**config.mk**
```make
export PLATFORM = sky130hd
export DESIGN_NAME = siphash_keyed_hash_unit_flat
export DESIGN_NICKNAME = d
export VERILOG_FILES = /design/src/design/sip_pkg.sv /design/src/design/sip_if.sv /design/src/design/siphash_keyed_hash_unit.sv /design/src/design/sip_front.sv /design/src/design/sip_fifo.sv /design/src/design/sip_back.sv /design/src/flat_wrapper.sv
export SDC_FILE = /design/constraint.sdc
export NUM_CORES = 2
export LEC_CHECK = 0
export CAP_MARGIN = 5
export CORE_MARGIN = 1
export CORE_UTILIZATION = 35
export CTS_CLUSTER_DIAMETER = 120
export CTS_CLUSTER_SIZE = 25
export DETAILED_ROUTE_END_ITERATION = 12
export DONT_BUFFER_PORTS = 1
export PLACE_DENSITY = 0.5
export SETUP_SLACK_MARGIN = 0.1
export SLEW_MARGIN = 40
export SYNTH_ARGS = -nofsm -noshare
export SYNTH_HDL_FRONTEND = slang
export SYNTH_SLANG_ARGS = --single-unit
```
**constraint.sdc**
```tcl
create_clock -name clk -period 41.3 [get_ports clk]
set_clock_uncertainty 0.2 [all_clocks]
set_input_delay 8.26 -clock clk [delete_from_list [all_inputs] [get_ports clk]]
set_output_delay 8.26 -clock clk [all_outputs]
set_load 0.05 [all_outputs]
```
**src/design/sip_pkg.sv**
```systemverilog
package sip_pkg;

  localparam int WORD_W  = 64;
  localparam int COUNT_W = 4;
  localparam int ROUND_W = 4;
  localparam int LEN_W   = 8;
  localparam int CFG_IDX_W = 2;

  localparam int FIFO_DEPTH_DEFAULT = 2;

  // SipHash initialization constants
  localparam logic [WORD_W-1:0] SIP_C0 = 64'h736f6d6570736575;
  localparam logic [WORD_W-1:0] SIP_C1 = 64'h646f72616e646f6d;
  localparam logic [WORD_W-1:0] SIP_C2 = 64'h6c7967656e657261;
  localparam logic [WORD_W-1:0] SIP_C3 = 64'h7465646279746573;
  localparam logic [WORD_W-1:0] SIP_FIN_XOR = 64'h00000000000000ff;

  // register indexes
  localparam logic [CFG_IDX_W-1:0] REG_KEY_LOW    = 2'd0;
  localparam logic [CFG_IDX_W-1:0] REG_KEY_HIGH   = 2'd1;
  localparam logic [CFG_IDX_W-1:0] REG_COMP_ROUND = 2'd2;
  localparam logic [CFG_IDX_W-1:0] REG_FIN_ROUND  = 2'd3;

  localparam logic [ROUND_W-1:0] COMP_ROUNDS_RESET = 4'd2;
  localparam logic [ROUND_W-1:0] FIN_ROUNDS_RESET  = 4'd4;

  typedef logic [3:0][WORD_W-1:0] chain_t;

  // one classified message word, handed from front to back
  typedef struct packed {
    logic [WORD_W-1:0] word;   // full word to compress
    logic [WORD_W-1:0] pad;    // pad word with length byte
    logic              start;  // first word of a message
    logic              last;   // final word, finalize after
    logic              full;   // word itself is compressed
  } job_t;

  typedef struct packed {
    logic [WORD_W-1:0]  key_low;
    logic [WORD_W-1:0]  key_high;
    logic [ROUND_W-1:0] comp_rounds;
    logic [ROUND_W-1:0] fin_rounds;
  } cfg_t;

endpackage

```
**src/design/sip_if.sv**
```systemverilog
interface sip_in_if import sip_pkg::*; ();
  logic               valid;
  logic               ready;
  logic [WORD_W-1:0]  message_word;
  logic [COUNT_W-1:0] byte_count;
  logic               last_word;

  modport source (output valid, message_word, byte_count, last_word, input ready);
  modport sink (input valid, message_word, byte_count, last_word, output ready);
endinterface

interface sip_out_if import sip_pkg::*; ();
  logic              valid;
  logic              ready;
  logic [WORD_W-1:0] digest;

  modport source (output valid, digest, input ready);
  modport sink (input valid, digest, output ready);
endinterface

```
**src/design/siphash_keyed_hash_unit.sv**
```systemverilog
// channel   | dir | payload                                 | notes
// msg_in    | in  | message_word, byte_count, last_word     | one message word per transfer
// hash_out  | out | digest                                  | one transfer per last word
// cfg_*     | in  | cfg_index, cfg_data                     | write-only, one cycle
//
// The back end runs one SipRound per cycle unless a finished digest is held back: a
// non-last word is compressed once; a last word compresses the pad word and then
// finalizes, and first compresses the word itself when it carries eight bytes or more.
// Reset is synchronous and clears the queue, message tracking, the output
// register and sets the config registers to their defaults.
// The queue lets words be taken while the back end is busy; a digest that is
// not taken holds the back end at the end of finalization.
module siphash_keyed_hash_unit import sip_pkg::*; #(
  parameter int FIFO_DEPTH = FIFO_DEPTH_DEFAULT
) (
  input  logic                 clk,
  input  logic                 rst,
  sip_in_if.sink               msg_in,
  sip_out_if.source            hash_out,
  input  logic                 cfg_write,
  input  logic [CFG_IDX_W-1:0] cfg_index,
  input  logic [WORD_W-1:0]    cfg_data
);

  cfg_t cfg;
  logic push;
  job_t push_job;
  logic full;
  logic pop;
  job_t head;
  logic empty;

  always_ff @(posedge clk) begin
    if (rst) begin
      cfg.key_low     <= '0;
      cfg.key_high    <= '0;
      cfg.comp_rounds <= COMP_ROUNDS_RESET;
      cfg.fin_rounds  <= FIN_ROUNDS_RESET;
    end else if (cfg_write) begin
      case (cfg_index)
        REG_KEY_LOW:    cfg.key_low     <= cfg_data;
        REG_KEY_HIGH:   cfg.key_high    <= cfg_data;
        REG_COMP_ROUND: cfg.comp_rounds <= cfg_data[ROUND_W-1:0];
        REG_FIN_ROUND:  cfg.fin_rounds  <= cfg_data[ROUND_W-1:0];
        default: ;
      endcase
    end
  end

  sip_front u_front (
    .clk      (clk),
    .rst      (rst),
    .msg_in   (msg_in),
    .full     (full),
    .push     (push),
    .push_job (push_job)
  );

  sip_fifo #(
    .DEPTH (FIFO_DEPTH)
  ) u_fifo (
    .clk      (clk),
    .rst      (rst),
    .push     (push),
    .push_job (push_job),
    .full     (full),
    .pop      (pop),
    .head     (head),
    .empty    (empty)
  );

  sip_back u_back (
    .clk      (clk),
    .rst      (rst),
    .cfg      (cfg),
    .head     (head),
    .empty    (empty),
    .pop      (pop),
    .hash_out (hash_out)
  );

endmodule

```
**src/design/sip_front.sv**
```systemverilog
module sip_front import sip_pkg::*; (
  input  logic     clk,
  input  logic     rst,
  sip_in_if.sink   msg_in,
  input  logic     full,
  output logic     push,
  output job_t     push_job
);

  logic [LEN_W-1:0] len;
  logic             open;

  logic [LEN_W-1:0]  base_len;
  logic [LEN_W-1:0]  len_next;
  logic              is_full;
  logic [WORD_W-1:0] masked;

  assign msg_in.ready = !full;
  assign push = msg_in.valid && !full;

  always_comb begin
    // a non-last word always counts as eight bytes; counts above eight saturate
    is_full  = !msg_in.last_word || msg_in.byte_count[3];
    base_len = open ? len : '0;
    if (is_full) begin
      len_next = base_len + LEN_W'(8);
    end else begin
      len_next = base_len + LEN_W'(msg_in.byte_count[2:0]);
    end
    for (int i = 0; i < 8; i++) begin
      masked[i*8 +: 8] = (i < int'(msg_in.byte_count[2:0])) ? msg_in.message_word[i*8 +: 8]
                                                            : 8'h00;
    end
    push_job.word  = msg_in.message_word;
    push_job.pad   = (is_full ? '0 : masked) | {len_next, {(WORD_W-LEN_W){1'b0}}};
    push_job.start = !open;
    push_job.last  = msg_in.last_word;
    push_job.full  = is_full;
  end

  always_ff @(posedge clk) begin
    if (rst) begin
      open <= 1'b0;
      len  <= '0;
    end else if (push) begin
      open <= !msg_in.last_word;
      len  <= len_next;
    end
  end

endmodule

```
**src/design/sip_fifo.sv**
```systemverilog
module sip_fifo import sip_pkg::*; #(
  parameter int DEPTH = FIFO_DEPTH_DEFAULT
) (
  input  logic clk,
  input  logic rst,
  input  logic push,
  input  job_t push_job,
  output logic full,
  input  logic pop,
  output job_t head,
  output logic empty
);

  localparam int AW = (DEPTH > 1) ? $clog2(DEPTH) : 1;
  localparam int CW = $clog2(DEPTH + 1);

  job_t          slots [DEPTH];
  logic [AW-1:0] wr_ptr;
  logic [AW-1:0] rd_ptr;
  logic [CW-1:0] count;

  logic do_push;
  logic do_pop;

  assign full    = (count == CW'(DEPTH));
  assign empty   = (count == '0);
  assign do_push = push && !full;
  assign do_pop  = pop && !empty;
  assign head    = slots[rd_ptr];

  always_ff @(posedge clk) begin
    if (do_push) begin
      slots[wr_ptr] <= push_job;
    end
  end

  always_ff @(posedge clk) begin
    if (rst) begin
      wr_ptr <= '0;
      rd_ptr <= '0;
      count  <= '0;
    end else begin
      if (do_push) begin
        wr_ptr <= (wr_ptr == AW'(DEPTH-1)) ? '0 : wr_ptr + AW'(1);
      end
      if (do_pop) begin
        rd_ptr <= (rd_ptr == AW'(DEPTH-1)) ? '0 : rd_ptr + AW'(1);
      end
      if (do_push && !do_pop) begin
        count <= count + CW'(1);
      end else if (do_pop && !do_push) begin
        count <= count - CW'(1);
      end
    end
  end

endmodule

```
**src/design/sip_back.sv**
```systemverilog
module sip_back import sip_pkg::*; (
  input  logic      clk,
  input  logic      rst,
  input  cfg_t      cfg,
  input  job_t      head,
  input  logic      empty,
  output logic      pop,
  sip_out_if.source hash_out
);

  localparam logic [1:0] PH_WORD  = 2'd0;
  localparam logic [1:0] PH_PAD   = 2'd1;
  localparam logic [1:0] PH_FINAL = 2'd2;

  function automatic logic [WORD_W-1:0] rotl(logic [WORD_W-1:0] x, int s);
    return (x << s) | (x >> (WORD_W - s));
  endfunction

  // xor in, optional single SipRound, xor out
  function automatic chain_t sip_step(chain_t v, logic [WORD_W-1:0] m_in,
                                      logic [WORD_W-1:0] f2, logic do_round,
                                      logic [WORD_W-1:0] m_out);
    logic [WORD_W-1:0] a, b, c, d;
    chain_t r;
    a = v[0];
    b = v[1];
    c = v[2] ^ f2;
    d = v[3] ^ m_in;
    if (do_round) begin
      a = a + b; b = rotl(b, 13); b = b ^ a; a = rotl(a, 32);
      c = c + d; d = rotl(d, 16); d = d ^ c;
      a = a + d; d = rotl(d, 21); d = d ^ a;
      c = c + b; b = rotl(b, 17); b = b ^ c; c = rotl(c, 32);
    end
    r[0] = a ^ m_out;
    r[1] = b;
    r[2] = c;
    r[3] = d;
    return r;
  endfunction

  chain_t             v;
  job_t               job;
  logic [1:0]         phase;
  logic               busy;
  logic               entering;
  logic [ROUND_W-1:0] cnt;
  logic               out_valid;
  logic [WORD_W-1:0]  digest;

  job_t               job_cur;
  chain_t             base;
  chain_t             v_next;
  logic [1:0]         phase_cur;
  logic               enter_cur;
  logic               act;
  logic               done;
  logic               stall;
  logic               advance;
  logic [WORD_W-1:0]  msg;
  logic [WORD_W-1:0]  m_in;
  logic [WORD_W-1:0]  f2;
  logic [WORD_W-1:0]  m_out;
  logic               do_round;
  logic [ROUND_W-1:0] rounds;
  logic [ROUND_W-1:0] cnt_next;
  chain_t             init;

  assign init = {cfg.key_high ^ SIP_C3, cfg.key_low ^ SIP_C2,
                 cfg.key_high ^ SIP_C1, cfg.key_low ^ SIP_C0};

  always_comb begin
    if (!busy) begin
      act       = !empty;
      job_cur   = head;
      base      = head.start ? init : v;
      phase_cur = head.full ? PH_WORD : PH_PAD;
      enter_cur = 1'b1;
    end else begin
      act       = 1'b1;
      job_cur   = job;
      base      = v;
      phase_cur = phase;
      enter_cur = entering;
    end

    case (phase_cur)
      PH_WORD: msg = job_cur.word;
      PH_PAD:  msg = job_cur.pad;
      default: msg = '0;
    endcase
    rounds = (phase_cur == PH_FINAL) ? cfg.fin_rounds : cfg.comp_rounds;

    if (enter_cur) begin
      m_in     = msg;
      f2       = (phase_cur == PH_FINAL) ? SIP_FIN_XOR : '0;
      do_round = (rounds != '0);
      done     = (rounds <= ROUND_W'(1));
      cnt_next = rounds - ROUND_W'(1);
    end else begin
      m_in     = '0;
      f2       = '0;
      do_round = 1'b1;
      done     = (cnt == ROUND_W'(1));
      cnt_next = cnt - ROUND_W'(1);
    end
    m_out = done ? msg : '0;

    // hold the finished digest back until the output register frees up
    stall   = act && done && (phase_cur == PH_FINAL) && out_valid && !hash_out.ready;
    advance = act && !stall;
    pop     = !busy && !empty && !stall;
    v_next  = sip_step(base, m_in, f2, do_round, m_out);
  end

  assign hash_out.valid  = out_valid;
  assign hash_out.digest = digest;

  always_ff @(posedge clk) begin
    if (advance) begin
      v <= v_next;
      if (!busy) begin
        job <= head;
      end
      if (!done) begin
        cnt <= cnt_next;
      end
      if (done && phase_cur == PH_FINAL) begin
        digest <= v_next[0] ^ v_next[1] ^ v_next[2] ^ v_next[3];
      end
    end
  end

  always_ff @(posedge clk) begin
    if (rst) begin
      busy      <= 1'b0;
      entering  <= 1'b0;
      phase     <= PH_WORD;
      out_valid <= 1'b0;
    end else begin
      if (out_valid && hash_out.ready) begin
        out_valid <= 1'b0;
      end
      if (advance) begin
        if (!done) begin
          busy     <= 1'b1;
          entering <= 1'b0;
          phase    <= phase_cur;
        end else begin
          case (phase_cur)
            PH_WORD: begin
              busy     <= job_cur.last;
              entering <= 1'b1;
              phase    <= PH_PAD;
            end
            PH_PAD: begin
              busy     <= 1'b1;
              entering <= 1'b1;
              phase    <= PH_FINAL;
            end
            default: begin
              busy      <= 1'b0;
              entering  <= 1'b0;
              phase     <= PH_WORD;
              out_valid <= 1'b1;
            end
          endcase
        end
      end
    end
  end

endmodule

```
**src/flat_wrapper.sv**
```systemverilog
// flat-port wrapper written by rule: the top's interface ports become plain ports
module siphash_keyed_hash_unit_flat import sip_pkg::*;
#(
  parameter int FIFO_DEPTH = FIFO_DEPTH_DEFAULT
)
  (clk, rst, cfg_write, cfg_index, cfg_data, msg_in_valid, msg_in_message_word, msg_in_byte_count, msg_in_last_word, msg_in_ready, hash_out_valid, hash_out_digest, hash_out_ready);
  sip_in_if msg_in_i ();
  sip_out_if hash_out_i ();
  input  logic clk;
  input  logic rst;
  input  logic cfg_write;
  input  logic [CFG_IDX_W-1:0] cfg_index;
  input  logic [WORD_W-1:0] cfg_data;
  input wire logic [$bits(msg_in_i.valid)-1:0] msg_in_valid;
  input wire logic [$bits(msg_in_i.message_word)-1:0] msg_in_message_word;
  input wire logic [$bits(msg_in_i.byte_count)-1:0] msg_in_byte_count;
  input wire logic [$bits(msg_in_i.last_word)-1:0] msg_in_last_word;
  output wire logic [$bits(msg_in_i.ready)-1:0] msg_in_ready;
  output wire logic [$bits(hash_out_i.valid)-1:0] hash_out_valid;
  output wire logic [$bits(hash_out_i.digest)-1:0] hash_out_digest;
  input wire logic [$bits(hash_out_i.ready)-1:0] hash_out_ready;
  assign msg_in_i.valid = msg_in_valid;
  assign msg_in_i.message_word = msg_in_message_word;
  assign msg_in_i.byte_count = msg_in_byte_count;
  assign msg_in_i.last_word = msg_in_last_word;
  assign msg_in_ready = msg_in_i.ready;
  assign hash_out_valid = hash_out_i.valid;
  assign hash_out_digest = hash_out_i.digest;
  assign hash_out_i.ready = hash_out_ready;
  siphash_keyed_hash_unit #(.FIFO_DEPTH(FIFO_DEPTH)) u_core (.clk(clk), .rst(rst), .msg_in(msg_in_i), .hash_out(hash_out_i), .cfg_write(cfg_write), .cfg_index(cfg_index), .cfg_data(cfg_data));
endmodule
```
==> results.md <==
* Final-layout fill cell count at between 15k and 20k
* Wirelength per Cell at 37.7 µm
* Launching element type of the critical path: register
* Overall global routing resource usage at 0.369
* Antenna violations before repair at 29
* Slew Viols, Final at 0
* Number of warning messages in the yosys log at 0
* Routability-driven placement congestion ratio at 1.09
* Cell accounting for the most synthesized area: sky130_fd_sc_hd__edfxtp_1
* Area share of the leading cell type in the synthesized netlist at 0.365
* Vias in the first global route at 46.4k
* Min Tclk post-route at between 10000 and 15000 ps
* Fin crit share at 0.314
* Top library cells by usage in the layout, fill and taps aside: sky130_fd_sc_hd__nand2_1 (1212), sky130_fd_sc_hd__edfxtp_1 (715), sky130_fd_sc_hd__a21oi_1 (594), sky130_fd_sc_hd__o21ai_0 (399), sky130_fd_sc_hd__xnor2_1 (389)
* Layout Area Growth over Synthesis at 9.48%
* Pin count of the biggest net entering global routing at 156
* Ys async rst share at 0
* Register clock-pin slew on the reported worst setup and hold paths at 110 ps
* Overall via count from detail_route at 49.5k
* Number of max-cap violations at 0
* Vias per Instance at 5.83
* Clk sink count at 870
* Cell type with the highest occurrence count on the critical path: sky130_fd_sc_hd__xnor2_1
* Count of buffering cells on the critical path with inverters included at 3
* Chip Width at 412 µm
* Flip-flop and latch area at 0.0246 mm²
* Count of cell types in the netlist at 90
* Top Family by Delay on Critical Path: compound AO/OA/AOI/OAI gates
* Most common library cell in the layout ignoring fill and taps: sky130_fd_sc_hd__nand2_1
* Worst-case reg-to-reg path depth at 37
* Cts bufs inserted at 46
* Reg-to-Reg End: u_core.u_back.hash_out.digest[63]$_DFFE_PP_
* Worst Tran Pin Value at approximately 1000 ps
* Max-slew headroom at 0.298
* Number of top-level design ports at 206
* Max Freq at ~77 MHz
* Most frequently used flop master after synthesis: sky130_fd_sc_hd__edfxtp_1
* Cts repair resizes at 0
* First-iteration detailed-routing DRC count at just under 6k
* Proportion of layout cells with a drive suffix above 1 at 0.0737
* Critical Path End Type: register
* Synthesized netlist net count at between 6k and 7k
* Vertical die dimension at 412 µm
* Peak fanout along the critical path at 31
* RSZ-0062 raised after global routing: false
* Per-instance average area after synthesis at 9.24 µm²
* Number of standard-cell rows in the floorplan at 150
* Clock root buffer: sky130_fd_sc_hd__clkbuf_16
* # DRC at 0
* Top cells by area in the synthesized netlist: sky130_fd_sc_hd__edfxtp_1 (37%), sky130_fd_sc_hd__nand2_1 (7.7%), sky130_fd_sc_hd__xnor2_1 (7.3%)
* Result of the run: finished, final reports clean
* Global-route wire length before repair at approximately 420000 µm
* Post-DRT Antenna Nets at 0
* Post-DP HPWL at 266000 µm
* Area of the core region at approximately 0.17 mm²
* Worst setup slack for register-to-register paths at between 20000 and 30000 ps
* Post-CTS Setup Bufs at 0
* Register bit count reported by yosys at 870
* Hold wc startpoint: u_core.cfg[37]$_SDFFE_PP0P_
* Port Buf Inserts at 0
* Hold crit path type: register to register
* Clock Latency Late Sink at 720 ps
* Proportion of synthesized chip area in sequential cells at 0.418
* WS Path Type: register to register
* Total setup violations reported at the end of the flow at 0
* DRT Wirelength at approximately 320000 µm
* Net total in the final layout at 6635
* Multi-input logic area at about 0.033 mm²
* Data arrival time of the critical path at 13200 ps
* Total standard cell area after synthesis at between 0.05 and 0.06 mm²
* Final hold viol count at 0
* Required arrival time at the worst endpoint at about 42000 ps
* H-tree level count at 2
* TritonCTS clock tree: yes
* Aggregate global routing overflow at 0
* Area enclosed by the die boundary at 0.170 mm²
* Number of buffers inserted for hold repair after clock tree synthesis at 0
* Slowest cell on the critical path: sky130_fd_sc_hd__a21oi_1
* Initial cell density of the core at 0.352
* Worst hold endpoint: u_core.cfg[37]$_SDFFE_PP0P_
* Number of search-and-repair iterations in the first detailed-routing pass at 6
* EDFF count, synth at about 720
* Setup TNS after final layout at 0 ps
* Hold Path Depth at 2
* Largest stage delay, worst path at about 700 ps
* Number of buffers on the longest clock path at 3
* Number of standard cells after synthesis at between 6k and 7k
-- worst max path at each step --
stage,start,end,slack [ps],depth (start not counted)
final,register,u_core.u_back.hash_out.digest[63]$_DFFE_PP_,28350,37
after global placement,register,u_core.u_back.hash_out.digest[57]$_DFFE_PP_,28460,37
after CTS,register,u_core.u_back.hash_out.digest[63]$_DFFE_PP_,28740,37
after floorplan,hash_out_ready,u_core.u_back.hash_out.digest[0]$_DFFE_PP_,22570,5
after global routing,register,u_core.u_back.hash_out.digest[53]$_DFFE_PP_,28110,36
after detailed placement,register,u_core.u_back.hash_out.digest[57]$_DFFE_PP_,28870,37
-- area by class of cell --
type,count,share of cell area
Sequential cell,870,0.382
Tap cell,2204,0.0429
Clock inverter,15,0.00381
Multi-Input combinational cell,4947,0.519
Antenna cell,10,0.000389
Clock buffer,71,0.0197
Inverter,208,0.0123
Timing Repair Buffer,156,0.0200
-- sequential cells by signal (all words and copies together), names as in the netlist, 2 cells and up, named ones only --
| register | flops |
|---|---|
| u_core.cfg | 136 |
| u_core.u_back.v | 256 |
| u_core.u_front.len | 8 |
| u_core.u_back.hash_out.digest | 64 |
| u_core.u_back.cnt | 4 |
| u_core.u_back.phase | 2 |
| u_core.u_back.job | 129 |
| u_core.u_fifo.slots | 262 |
| u_core.u_fifo.count | 2 |
-- synthesized netlist by cell type (63+ instances only) --
cell type and number:
sky130_fd_sc_hd__a21o_1 170, sky130_fd_sc_hd__a21oi_1 604, sky130_fd_sc_hd__and2_1 64, sky130_fd_sc_hd__buf_2 63
sky130_fd_sc_hd__clkbuf_1 232, sky130_fd_sc_hd__dfxtp_1 155, sky130_fd_sc_hd__edfxtp_1 715, sky130_fd_sc_hd__ha_1 261
sky130_fd_sc_hd__inv_1 207, sky130_fd_sc_hd__mux2i_1 271, sky130_fd_sc_hd__nand2_1 1213, sky130_fd_sc_hd__nand3_1 94
sky130_fd_sc_hd__nand4_1 70, sky130_fd_sc_hd__nor2_1 331, sky130_fd_sc_hd__o21ai_0 420, sky130_fd_sc_hd__o21bai_1 66
sky130_fd_sc_hd__xnor2_1 490, sky130_fd_sc_hd__xor2_1 291
-- kinds of logic after synthesis --
group                    after synthesis  synth area share
AO/OA/AOI/OAI                       1567             0.158
flip-flops                           870             0.418
buffers and inverters                547            0.0371
multiplexers                         294            0.0506
adder cells (fa/ha/maj)              266            0.0573
XOR/XNOR                             829             0.135
AND/OR/NAND/NOR                     1991             0.144
-- routing by layer --
layer,GRT usage,share of wire
met4,0.243,0.079
met5,0,0.00029
met2,0.562,0.44
met3,0.0721,0.074
met1,0.475,0.41
-- tightest hold or removal path, cell delays in order, from the launching register on --
cell	delay [ps]
sky130_fd_sc_hd__dfxtp_1	330
sky130_fd_sc_hd__nand2_1	50
sky130_fd_sc_hd__a21oi_1	50
-- per-stage QoR --
stage,utilization,hold WS [ps],setup slack [ps],area (µm²),std cells
after floorplan,-,235,22570,58800,6364
after global placement,0.369,240,28460,61600,8380
after detailed placement,0.376,243,28870,62700,8383
after CTS,0.385,258,28740,64200,8469
after global routing,0.385,277,28110,64300,8473
final,0.385,258,28350,64300,8481
Power is not shown: default switching activity piles up to over one toggle a cycle in this logic, so the estimate is an artifact.
